### src/rtl/mfac_pkg.sv
// shared types, constants and helpers for the motor fault alarm classifier
`default_nettype none
package mfac_pkg;

    localparam int MOTORS = 8;
    localparam int MIDX_W = (MOTORS > 1) ? $clog2(MOTORS) : 1;

    localparam int SLOT_W = 3;
    localparam int TEMP_W = 12;
    localparam int WORD_W = 16;
    localparam int POS_W  = 17;
    localparam int CODE_W = 4;
    localparam int CNT_W  = 2;
    localparam int CIDX_W = 3;

    localparam logic [WORD_W-1:0] HOME_WINDOW_S = 16'd10;
    localparam int HOME_LOW     = 200;
    localparam int HOME_SLACK   = 50;
    localparam int TRAVEL_SLACK = 200;
    localparam logic [CNT_W-1:0] CNT_MAX = 2'd3;

    localparam logic signed [TEMP_W-1:0] TEMP_LIMIT_RST = 12'sd800;
    localparam logic [WORD_W-1:0] VOLT_LOW_RST     = 16'd4500;
    localparam logic [WORD_W-1:0] VOLT_HIGH_RST    = 16'd5000;
    localparam logic [WORD_W-1:0] CURRENT_LIM_RST  = 16'd12500;
    localparam logic [WORD_W-1:0] BATT_LOW_RST     = 16'd290;
    localparam logic [WORD_W-1:0] BATT_HIGH_RST    = 16'd320;
    localparam logic [WORD_W-1:0] MAX_TRAVEL_RST   = 16'd9000;
    localparam logic [CNT_W-1:0]  VOLT_DEBOUNCE_RST = 2'd3;

    typedef enum logic [CODE_W-1:0] {
        ALM_OK         = 4'd0,
        ALM_TEMP       = 4'd1,
        ALM_STATUS     = 4'd2,
        ALM_VOLT       = 4'd3,
        ALM_CURRENT    = 4'd4,
        ALM_BATT_BAND  = 4'd5,
        ALM_BATT_LOW   = 4'd6,
        ALM_NOT_HOMED  = 4'd7,
        ALM_OVERTRAVEL = 4'd8,
        ALM_DISCONNECT = 4'd9,
        ALM_HOMING     = 4'd10
    } t_alarm;

    typedef enum logic [CIDX_W-1:0] {
        CFG_TEMP_LIMIT    = 3'd0,
        CFG_VOLT_LOW      = 3'd1,
        CFG_VOLT_HIGH     = 3'd2,
        CFG_CURRENT_LIMIT = 3'd3,
        CFG_BATT_LOW      = 3'd4,
        CFG_BATT_HIGH     = 3'd5,
        CFG_MAX_TRAVEL    = 3'd6,
        CFG_VOLT_DEBOUNCE = 3'd7
    } t_cfg_reg;

    typedef struct packed {
        logic signed [TEMP_W-1:0] temp_limit;
        logic [WORD_W-1:0]        volt_low;
        logic [WORD_W-1:0]        volt_high;
        logic [WORD_W-1:0]        current_limit;
        logic [WORD_W-1:0]        battery_low;
        logic [WORD_W-1:0]        battery_high;
        logic [WORD_W-1:0]        max_travel;
        logic [CNT_W-1:0]         voltage_debounce;
    } t_cfg;

    typedef struct packed {
        logic [SLOT_W-1:0]        motor_slot;
        logic                     disconnected;
        logic signed [TEMP_W-1:0] temperature;
        logic                     status_error;
        logic [WORD_W-1:0]        voltage;
        logic [WORD_W-1:0]        current;
        logic [WORD_W-1:0]        battery_raw;
        logic signed [POS_W-1:0]  position;
        logic [WORD_W-1:0]        run_seconds;
    } t_sample;

    // per-motor state as read and as written back
    typedef struct packed {
        logic [CNT_W-1:0] volt_cnt;
        logic             mark;
    } t_motor_state;

    function automatic logic [MIDX_W-1:0] slot_index(input logic [SLOT_W-1:0] slot);
        logic [SLOT_W+MIDX_W-1:0] wide;
        wide = {{MIDX_W{1'b0}}, slot};
        return wide[MIDX_W-1:0];
    endfunction

    function automatic logic slot_in_range(input logic [SLOT_W-1:0] slot);
        return (32'(slot) < 32'(MOTORS));
    endfunction

endpackage
`default_nettype wire

### src/rtl/motor_fault_alarm_classifier_top.sv
// Motor fault alarm classifier, top level.
// One request on the input channel carries one motor sample; each request
// gives exactly one result: the motor slot, an alarm code and the plate
// angle passed through. Checks override in a fixed order, with disconnect
// ending the checks, and the homing window decided by run_seconds.
// The sample is captured in an input register; the classification and the
// per-motor state update (voltage debounce count, not-homed mark) are
// combinational from it into the result register. One request is taken
// every cycle while the receiver does not stall.
// Per-motor state is read and written in the same cycle, so back-to-back
// samples of one motor need no forwarding.
// When the receiver stalls, the result holds and the input register keeps
// one more sample; input ready drops once both are full.
// The configuration channel is always ready; write it only when idle.
// Synchronous active-low reset clears the valid flags and the per-motor
// state, and loads the default thresholds.
`default_nettype none
module motor_fault_alarm_classifier_top (
    input  var logic                          i_clk,
    input  var logic                          i_rst_n,
    input  var logic                          i_cfg_valid,
    output logic                              o_cfg_ready,
    input  var logic [mfac_pkg::CIDX_W-1:0]   i_cfg_index,
    input  var logic [mfac_pkg::WORD_W-1:0]   i_cfg_data,
    input  var logic                          i_in_valid,
    output logic                              o_in_ready,
    input  var logic [mfac_pkg::SLOT_W-1:0]   i_motor_slot,
    input  var logic                          i_disconnected,
    input  var logic signed [mfac_pkg::TEMP_W-1:0] i_temperature,
    input  var logic                          i_status_error,
    input  var logic [mfac_pkg::WORD_W-1:0]   i_voltage,
    input  var logic [mfac_pkg::WORD_W-1:0]   i_current,
    input  var logic [mfac_pkg::WORD_W-1:0]   i_battery_raw,
    input  var logic signed [mfac_pkg::POS_W-1:0]  i_position,
    input  var logic [mfac_pkg::WORD_W-1:0]   i_run_seconds,
    output logic                              o_out_valid,
    input  var logic                          i_out_ready,
    output logic [mfac_pkg::SLOT_W-1:0]       o_motor_slot_out,
    output logic [mfac_pkg::CODE_W-1:0]       o_alarm_code,
    output logic signed [mfac_pkg::POS_W-1:0] o_plate_angle
);
    import mfac_pkg::*;

    t_cfg         r_cfg;
    logic         r_in_valid;
    t_sample      r_in;
    logic         r_out_valid;
    logic [SLOT_W-1:0]       r_out_slot;
    t_alarm                  r_out_code;
    logic signed [POS_W-1:0] r_out_pos;
    logic [CNT_W-1:0] r_volt_cnt [MOTORS];
    logic             r_mark     [MOTORS];

    logic         advance;
    logic         fire;
    logic         slot_ok;
    logic [MIDX_W-1:0] idx;
    t_motor_state cur_state;
    t_motor_state n_state;
    t_alarm       n_code;

    assign o_cfg_ready = 1'b1;
    assign advance     = !r_out_valid || i_out_ready;
    assign fire        = r_in_valid && advance;
    assign o_in_ready  = !r_in_valid || advance;

    assign slot_ok = slot_in_range(r_in.motor_slot);
    assign idx     = slot_index(r_in.motor_slot);

    // slots beyond the motor count read as zero state
    always_comb begin
        cur_state = '0;
        if (slot_ok) begin
            cur_state.volt_cnt = r_volt_cnt[idx];
            cur_state.mark     = r_mark[idx];
        end
    end

    mfac_classify u_classify (
        .i_sample (r_in),
        .i_cfg    (r_cfg),
        .i_state  (cur_state),
        .o_alarm  (n_code),
        .o_state  (n_state)
    );

    always_ff @(posedge i_clk) begin
        if (!i_rst_n) begin
            r_cfg.temp_limit       <= TEMP_LIMIT_RST;
            r_cfg.volt_low         <= VOLT_LOW_RST;
            r_cfg.volt_high        <= VOLT_HIGH_RST;
            r_cfg.current_limit    <= CURRENT_LIM_RST;
            r_cfg.battery_low      <= BATT_LOW_RST;
            r_cfg.battery_high     <= BATT_HIGH_RST;
            r_cfg.max_travel       <= MAX_TRAVEL_RST;
            r_cfg.voltage_debounce <= VOLT_DEBOUNCE_RST;
        end else if (i_cfg_valid) begin
            case (t_cfg_reg'(i_cfg_index))
                CFG_TEMP_LIMIT:    r_cfg.temp_limit <= $signed(i_cfg_data[TEMP_W-1:0]);
                CFG_VOLT_LOW:      r_cfg.volt_low <= i_cfg_data;
                CFG_VOLT_HIGH:     r_cfg.volt_high <= i_cfg_data;
                CFG_CURRENT_LIMIT: r_cfg.current_limit <= i_cfg_data;
                CFG_BATT_LOW:      r_cfg.battery_low <= i_cfg_data;
                CFG_BATT_HIGH:     r_cfg.battery_high <= i_cfg_data;
                CFG_MAX_TRAVEL:    r_cfg.max_travel <= i_cfg_data;
                CFG_VOLT_DEBOUNCE: r_cfg.voltage_debounce <= i_cfg_data[CNT_W-1:0];
                default: begin
                end
            endcase
        end
    end

    always_ff @(posedge i_clk) begin
        if (!i_rst_n) begin
            r_in_valid <= 1'b0;
        end else if (o_in_ready) begin
            r_in_valid <= i_in_valid;
        end
    end

    always_ff @(posedge i_clk) begin
        if (o_in_ready && i_in_valid) begin
            r_in.motor_slot   <= i_motor_slot;
            r_in.disconnected <= i_disconnected;
            r_in.temperature  <= i_temperature;
            r_in.status_error <= i_status_error;
            r_in.voltage      <= i_voltage;
            r_in.current      <= i_current;
            r_in.battery_raw  <= i_battery_raw;
            r_in.position     <= i_position;
            r_in.run_seconds  <= i_run_seconds;
        end
    end

    always_ff @(posedge i_clk) begin
        if (!i_rst_n) begin
            r_out_valid <= 1'b0;
        end else if (advance) begin
            r_out_valid <= r_in_valid;
        end
    end

    always_ff @(posedge i_clk) begin
        if (fire) begin
            r_out_slot <= r_in.motor_slot;
            r_out_code <= n_code;
            r_out_pos  <= r_in.position;
        end
    end

    always_ff @(posedge i_clk) begin
        if (!i_rst_n) begin
            for (int m = 0; m < MOTORS; m++) begin
                r_volt_cnt[m] <= '0;
                r_mark[m]     <= 1'b0;
            end
        end else if (fire && slot_ok) begin
            r_volt_cnt[idx] <= n_state.volt_cnt;
            r_mark[idx]     <= n_state.mark;
        end
    end

    assign o_out_valid      = r_out_valid;
    assign o_motor_slot_out = r_out_slot;
    assign o_alarm_code     = r_out_code;
    assign o_plate_angle    = r_out_pos;

endmodule
`default_nettype wire

### src/rtl/mfac_classify.sv
// alarm priority logic and per-motor state update for one sample
`default_nettype none
module mfac_classify (
    input  var mfac_pkg::t_sample      i_sample,
    input  var mfac_pkg::t_cfg         i_cfg,
    input  var mfac_pkg::t_motor_state i_state,
    output mfac_pkg::t_alarm           o_alarm,
    output mfac_pkg::t_motor_state     o_state
);
    import mfac_pkg::*;

    logic                   volt_bad;
    logic [CNT_W-1:0]       cnt_inc;
    logic signed [POS_W:0]  pos_x;
    logic signed [POS_W:0]  home_high;
    logic signed [POS_W:0]  travel_high;
    logic                   away_from_home;
    logic                   over_travel;

    assign volt_bad = (i_sample.voltage < i_cfg.volt_low) ||
                      (i_sample.voltage > i_cfg.volt_high);
    assign cnt_inc  = (i_state.volt_cnt < CNT_MAX) ? i_state.volt_cnt + 2'd1
                                                   : i_state.volt_cnt;

    // one extra bit so max_travel plus slack compares signed without overflow
    assign pos_x       = (POS_W+1)'(i_sample.position);
    assign home_high   = $signed({2'b00, i_cfg.max_travel}) + (POS_W+1)'(HOME_SLACK);
    assign travel_high = $signed({2'b00, i_cfg.max_travel}) + (POS_W+1)'(TRAVEL_SLACK);
    assign away_from_home = (pos_x > (POS_W+1)'(HOME_LOW)) && (pos_x < home_high);
    assign over_travel    = (pos_x < -(POS_W+1)'(TRAVEL_SLACK)) || (pos_x > travel_high);

    always_comb begin
        o_alarm = ALM_OK;
        o_state = i_state;
        if (i_sample.disconnected) begin
            o_alarm = ALM_DISCONNECT;
        end else begin
            if (i_sample.temperature > i_cfg.temp_limit) begin
                o_alarm = ALM_TEMP;
            end
            if (i_sample.status_error) begin
                o_alarm = ALM_STATUS;
            end
            if (volt_bad) begin
                o_state.volt_cnt = cnt_inc;
                if (cnt_inc >= i_cfg.voltage_debounce) begin
                    o_alarm = ALM_VOLT;
                end
            end else begin
                o_state.volt_cnt = '0;
            end
            if (i_sample.current > i_cfg.current_limit) begin
                o_alarm = ALM_CURRENT;
            end
            if ((i_sample.battery_raw >= i_cfg.battery_low) &&
                (i_sample.battery_raw <= i_cfg.battery_high)) begin
                o_alarm = ALM_BATT_BAND;
            end else if (i_sample.battery_raw < i_cfg.battery_low) begin
                o_alarm = ALM_BATT_LOW;
            end
            if (i_sample.run_seconds < HOME_WINDOW_S) begin
                o_state.mark = away_from_home;
                if (away_from_home) begin
                    o_alarm = ALM_HOMING;
                end
            end else if (i_state.mark) begin
                o_alarm = ALM_NOT_HOMED;
            end else if (over_travel) begin
                o_alarm = ALM_OVERTRAVEL;
            end
        end
    end

endmodule
`default_nettype wire
### config.mk
export PLATFORM = sky130hd
export DESIGN_NAME = motor_fault_alarm_classifier_top
export DESIGN_NICKNAME = d
export VERILOG_FILES = /design/src/rtl/mfac_pkg.sv /design/src/rtl/motor_fault_alarm_classifier_top.sv /design/src/rtl/mfac_classify.sv
export SDC_FILE = /design/constraint.sdc
export NUM_CORES = 1
export LEC_CHECK = 0
export ABC_AREA = 1
export BUFFER_PORTS_ARGS = -buffer_cell sky130_fd_sc_hd__buf_2
export CORE_ASPECT_RATIO = 1.1
export CORE_MARGIN = 5
export CORE_UTILIZATION = 39
export DETAILED_ROUTE_END_ITERATION = 12
export GPL_TIMING_DRIVEN = 0
export SLEW_MARGIN = 10
export SYNTH_ARGS = -nofsm -noshare
export SYNTH_HDL_FRONTEND = slang
export SYNTH_SLANG_ARGS = --single-unit
export TNS_END_PERCENT = 1
### constraint.sdc
create_clock -name i_clk -period 6.62 [get_ports i_clk]
set_input_delay 1.655 -clock i_clk [delete_from_list [all_inputs] [get_ports i_clk]]
set_output_delay 1.655 -clock i_clk [all_outputs]
set_load 0.1 [all_outputs]
==> results.sh <==
export IMPL_synth_mux_area_share_pct=0
export IMPL_synthCells=1357
export IMPL_finalPower_mw=3.74
export IMPL_r2r_cells=19
export IMPL_clock_skew_ps=26.3
export IMPL_timing_hold_ws_ps=458
export IMPL_drt_initial_drc_count=533
export IMPL_io_pins=149
export IMPL_core_area_sq_um=32200
export IMPL_firstDrtPassIters=5
export IMPL_power_leakage_nw=6.44
export IMPL_yosys_area_share_simple_pct=14.4
export IMPL_cp_max_fo=3
export IMPL_yosys_warnings=0
export IMPL_track_usage_pct=17.2
export IMPL_die_x_microns=182
export IMPL_critical_path_cell_chain="buf_2, inv_1, nand3_1, buf_2"
export IMPL_clk_pin_slew_ps=60
export IMPL_detail_route_antenna_nets=0
export IMPL_viasPerCell=4.89
export IMPL_synthArstFlopShare_pct=0
export IMPL_path_class="input pin to primary output"
export IMPL_fin_tns_setup_ps=0
export IMPL_synthAdderAreaFrac_pct=12.6
export IMPL_rows=69
export IMPL_arrival_ps=2300
export IMPL_synth_fp_nets=1606
export IMPL_synth_edff_count=137
export IMPL_post_cts_buffers=0
export IMPL_gp_congestion=0.900
export IMPL_synth_seq_cells=260
export IMPL_finalHoldViolations=0
export IMPL_r2r_start="r_cfg[5]"
export IMPL_clock_root_buffer="clkbuf_16"
export IMPL_peakVddDrop_mv=0.184
export IMPL_fin_crit_sh_pct=59.7
export IMPL_grt_setup_unrepaired="false"
export IMPL_cts_hold_buf=0
export IMPL_status="complete, no violations"
export IMPL_pwr_density_cell_nw_per_um2=252
export IMPL_relSlewSlack_pct=37.8
export IMPL_cpMaxStageDelayCell="buf_2"
export IMPL_fmax_mhz=253
export IMPL_r2r_end="o_alarm_code[0]"
export IMPL_clock_sinks=260
export IMPL_nNetsFinal=1781
export IMPL_syn_area_per_cell_sq_um=9.33
export IMPL_vias=9675
export IMPL_hp_class="flip-flop to flip-flop"
export IMPL_path_buf_inv=3
export IMPL_layout_min_cycle_time_ps=3950
export IMPL_drcViolationCount=0
export IMPL_crit_path_max_incr_delay_ps=440
export IMPL_grt_pass1_wl_microns=49900
export IMPL_cts_resized_gates=0
export IMPL_cts_tree="done"
export IMPL_htreeDepth=1
export IMPL_ys_seq_area_share_pct=52.0
export IMPL_synth_area_sq_um=12700
export IMPL_grt_pass1_vias=9549
export IMPL_drive_gt1_share_pct=14.0
export IMPL_crit_path_end_kind="primary output"
export IMPL_whs_path_depth=2
export IMPL_fillerInstances=3071
export IMPL_synth_top_family_by_area="simple AND/OR/NAND/NOR gates"
export IMPL_insertion_delay_ps=560
export IMPL_slew_viol_final=0
export IMPL_grt_max_degree=69
export IMPL_num_antenna_cells=0
export IMPL_tightestPinTransition_ps=933
export IMPL_synth_distinct_cells=43
export IMPL_crit_family="buffers and inverters"
export IMPL_synth_xor_area_share_pct=1.66
export IMPL_io_buffers=144
export IMPL_wl_microns=31200
export IMPL_cp_required_ps=4970
export IMPL_cpMostUsedCell="buf_2"
export IMPL_drv_cap=0
export IMPL_post_drt_wl_per_cell_microns=15.8
export IMPL_grt_overflow=0
export IMPL_clockBufferDepth=3
export IMPL_finalSetupViolations=0
export IMPL_areaGrowthSynthToFinish_pct=17.0
export IMPL_cts_made_buffers=28
export IMPL_initial_utilization_pct=39.3
export IMPL_die_y_microns=199
export IMPL_cp_start_kind="input pin"
export IMPL_whs_endpoint="r_cfg[77]"
export IMPL_ys_flop_type="edfxtp_1"
export IMPL_hold_start="r_cfg[77]"
export IMPL_hpwl_microns=23500
export IMPL_die_area_sq_um=36200
export IMPL_antenna_found_initial=0
export IMPL_synth_compound_area_share_pct=12.6
export IMPL_ff2ff_setup_slack_ps=3410
[layout by cell type, fill, tap and decap left out, drive strengths merged, types with 4 or more instances in the layout]
cell	netlist	routed
nand2	215	215
inv	190	191
buf	7	152
edfxtp	137	137
a21oi	131	131
ha	127	127
nor2	127	127
dfxtp	123	123
o21ai	117	117
clkbuf	30	68
nand3	45	45
o211ai	29	29
xor2	20	20
nand4	19	19
clkinv	0	12
nor3	11	11
nor4	7	7
o32ai	4	4
xnor2	4	4
[per-stage QoR]
stage | setup slack [ps] | instances | util, % | cell area [sq um]
2_1_floorplan | 1590 | 1357 | - | 12700
3_3_place_gp | 1200 | 1927 | 43.2 | 13900
3_5_place_dp | 2670 | 1928 | 43.3 | 13900
4_1_cts | 2670 | 1980 | 46.0 | 14800
5_1_grt | 2620 | 1980 | 46.0 | 14800
6_report | 2670 | 1980 | 46.0 | 14800
[state kept, by name (all words and copies together) (netlist names), named ones only]
name and cells:
r_cfg 110, r_mark 8, r_in 94, o_plate_angle 17
o_out_valid 1, r_in_valid 1, o_motor_slot_out 3, o_alarm_code 4
r_volt_cnt 16, idx 3
[where the power goes]
| group | leakage [nW] | internal [mW] | switching (mW) |
|---|---|---|---|
| clock network | 0.419 | 0.840 | 0.632 |
| logic | 3.69 | 0.145 | 0.302 |
| registers | 2.34 | 1.78 | 0.0405 |
| total | 6.44 | 2.76 | 0.974 |
[cell type report]
type                       count  area, sq um  share of cell area [%]
multi-input combinational    870         5220                    35.2
tap                          426          533                    3.60
inverter                     190          716                    4.83
clock inverter                14          105                   0.710
buffer                        37          154                    1.04
clock buffer                  38          758                    5.12
sequential                   260         6580                    44.4
timing repair buffer         145          748                    5.05
[layer usage]
metal  up-vias  global-route usage [%]  routed length, microns
met1      4456                    22.9                   14100
met3        53                    2.52                    1630
met5         -                       0                       0
li1       4950                       -                       -
met4         0                    5.42                     875
met2       216                    29.2                   14700
[tightest hold or removal path, stage by stage (launching register included)]
cell     delay, ps
dfxtp_1        300
inv_1           60
a21oi_1         50
[cells in the mapped netlist (2+ instances only)]
library cell / number / area (sq um)
a21oi_1: 130 / 651
nand2_1: 211 / 792
inv_1: 185 / 694
o21a_1: 2 / 15.0
inv_2: 5 / 18.8
nor2_2: 10 / 62.6
nor4_1: 7 / 43.8
dfxtp_1: 123 / 2460
nand2_2: 2 / 12.5
xnor2_1: 4 / 35.0
edfxtp_1: 137 / 4110
nor3_1: 11 / 55.1
o21ai_2: 2 / 17.5
buf_2: 5 / 25.0
nand4_1: 18 / 113
o32ai_1: 4 / 35.0
o211ai_1: 28 / 210
o21ai_1: 7 / 35.0
buf_4: 2 / 15.0
nand2_4: 2 / 22.5
clkbuf_1: 29 / 109
o21ai_0: 108 / 541
ha_1: 127 / 1590
nor2_1: 116 / 435
xor2_1: 20 / 175
a21o_1: 2 / 15.0
nand3_1: 44 / 220
[worst max path at each step]
stage / start / end / slack [ps] / cells past startpoint
5_1_grt: i_out_ready / o_in_ready / 2620 / 4
4_1_cts: i_out_ready / o_in_ready / 2670 / 4
3_3_place_gp: i_out_ready / flip-flop / 1200 / 7
3_5_place_dp: i_out_ready / o_in_ready / 2670 / 4
2_1_floorplan: i_out_ready / idx[0] / 1590 / 4
6_report: i_out_ready / o_in_ready / 2670 / 4
[logic make-up (layout without fill, tap and decap cells)]
group           Yosys count  in the layout
xor+xnor                 24             24
buf+inv                 227            424
flops                   260            260
other cells               1              1
fa+ha+maj               127            127
compound gates          290            290
simple gates            428            428
Note: power is estimated with default switching activity, not from simulation.
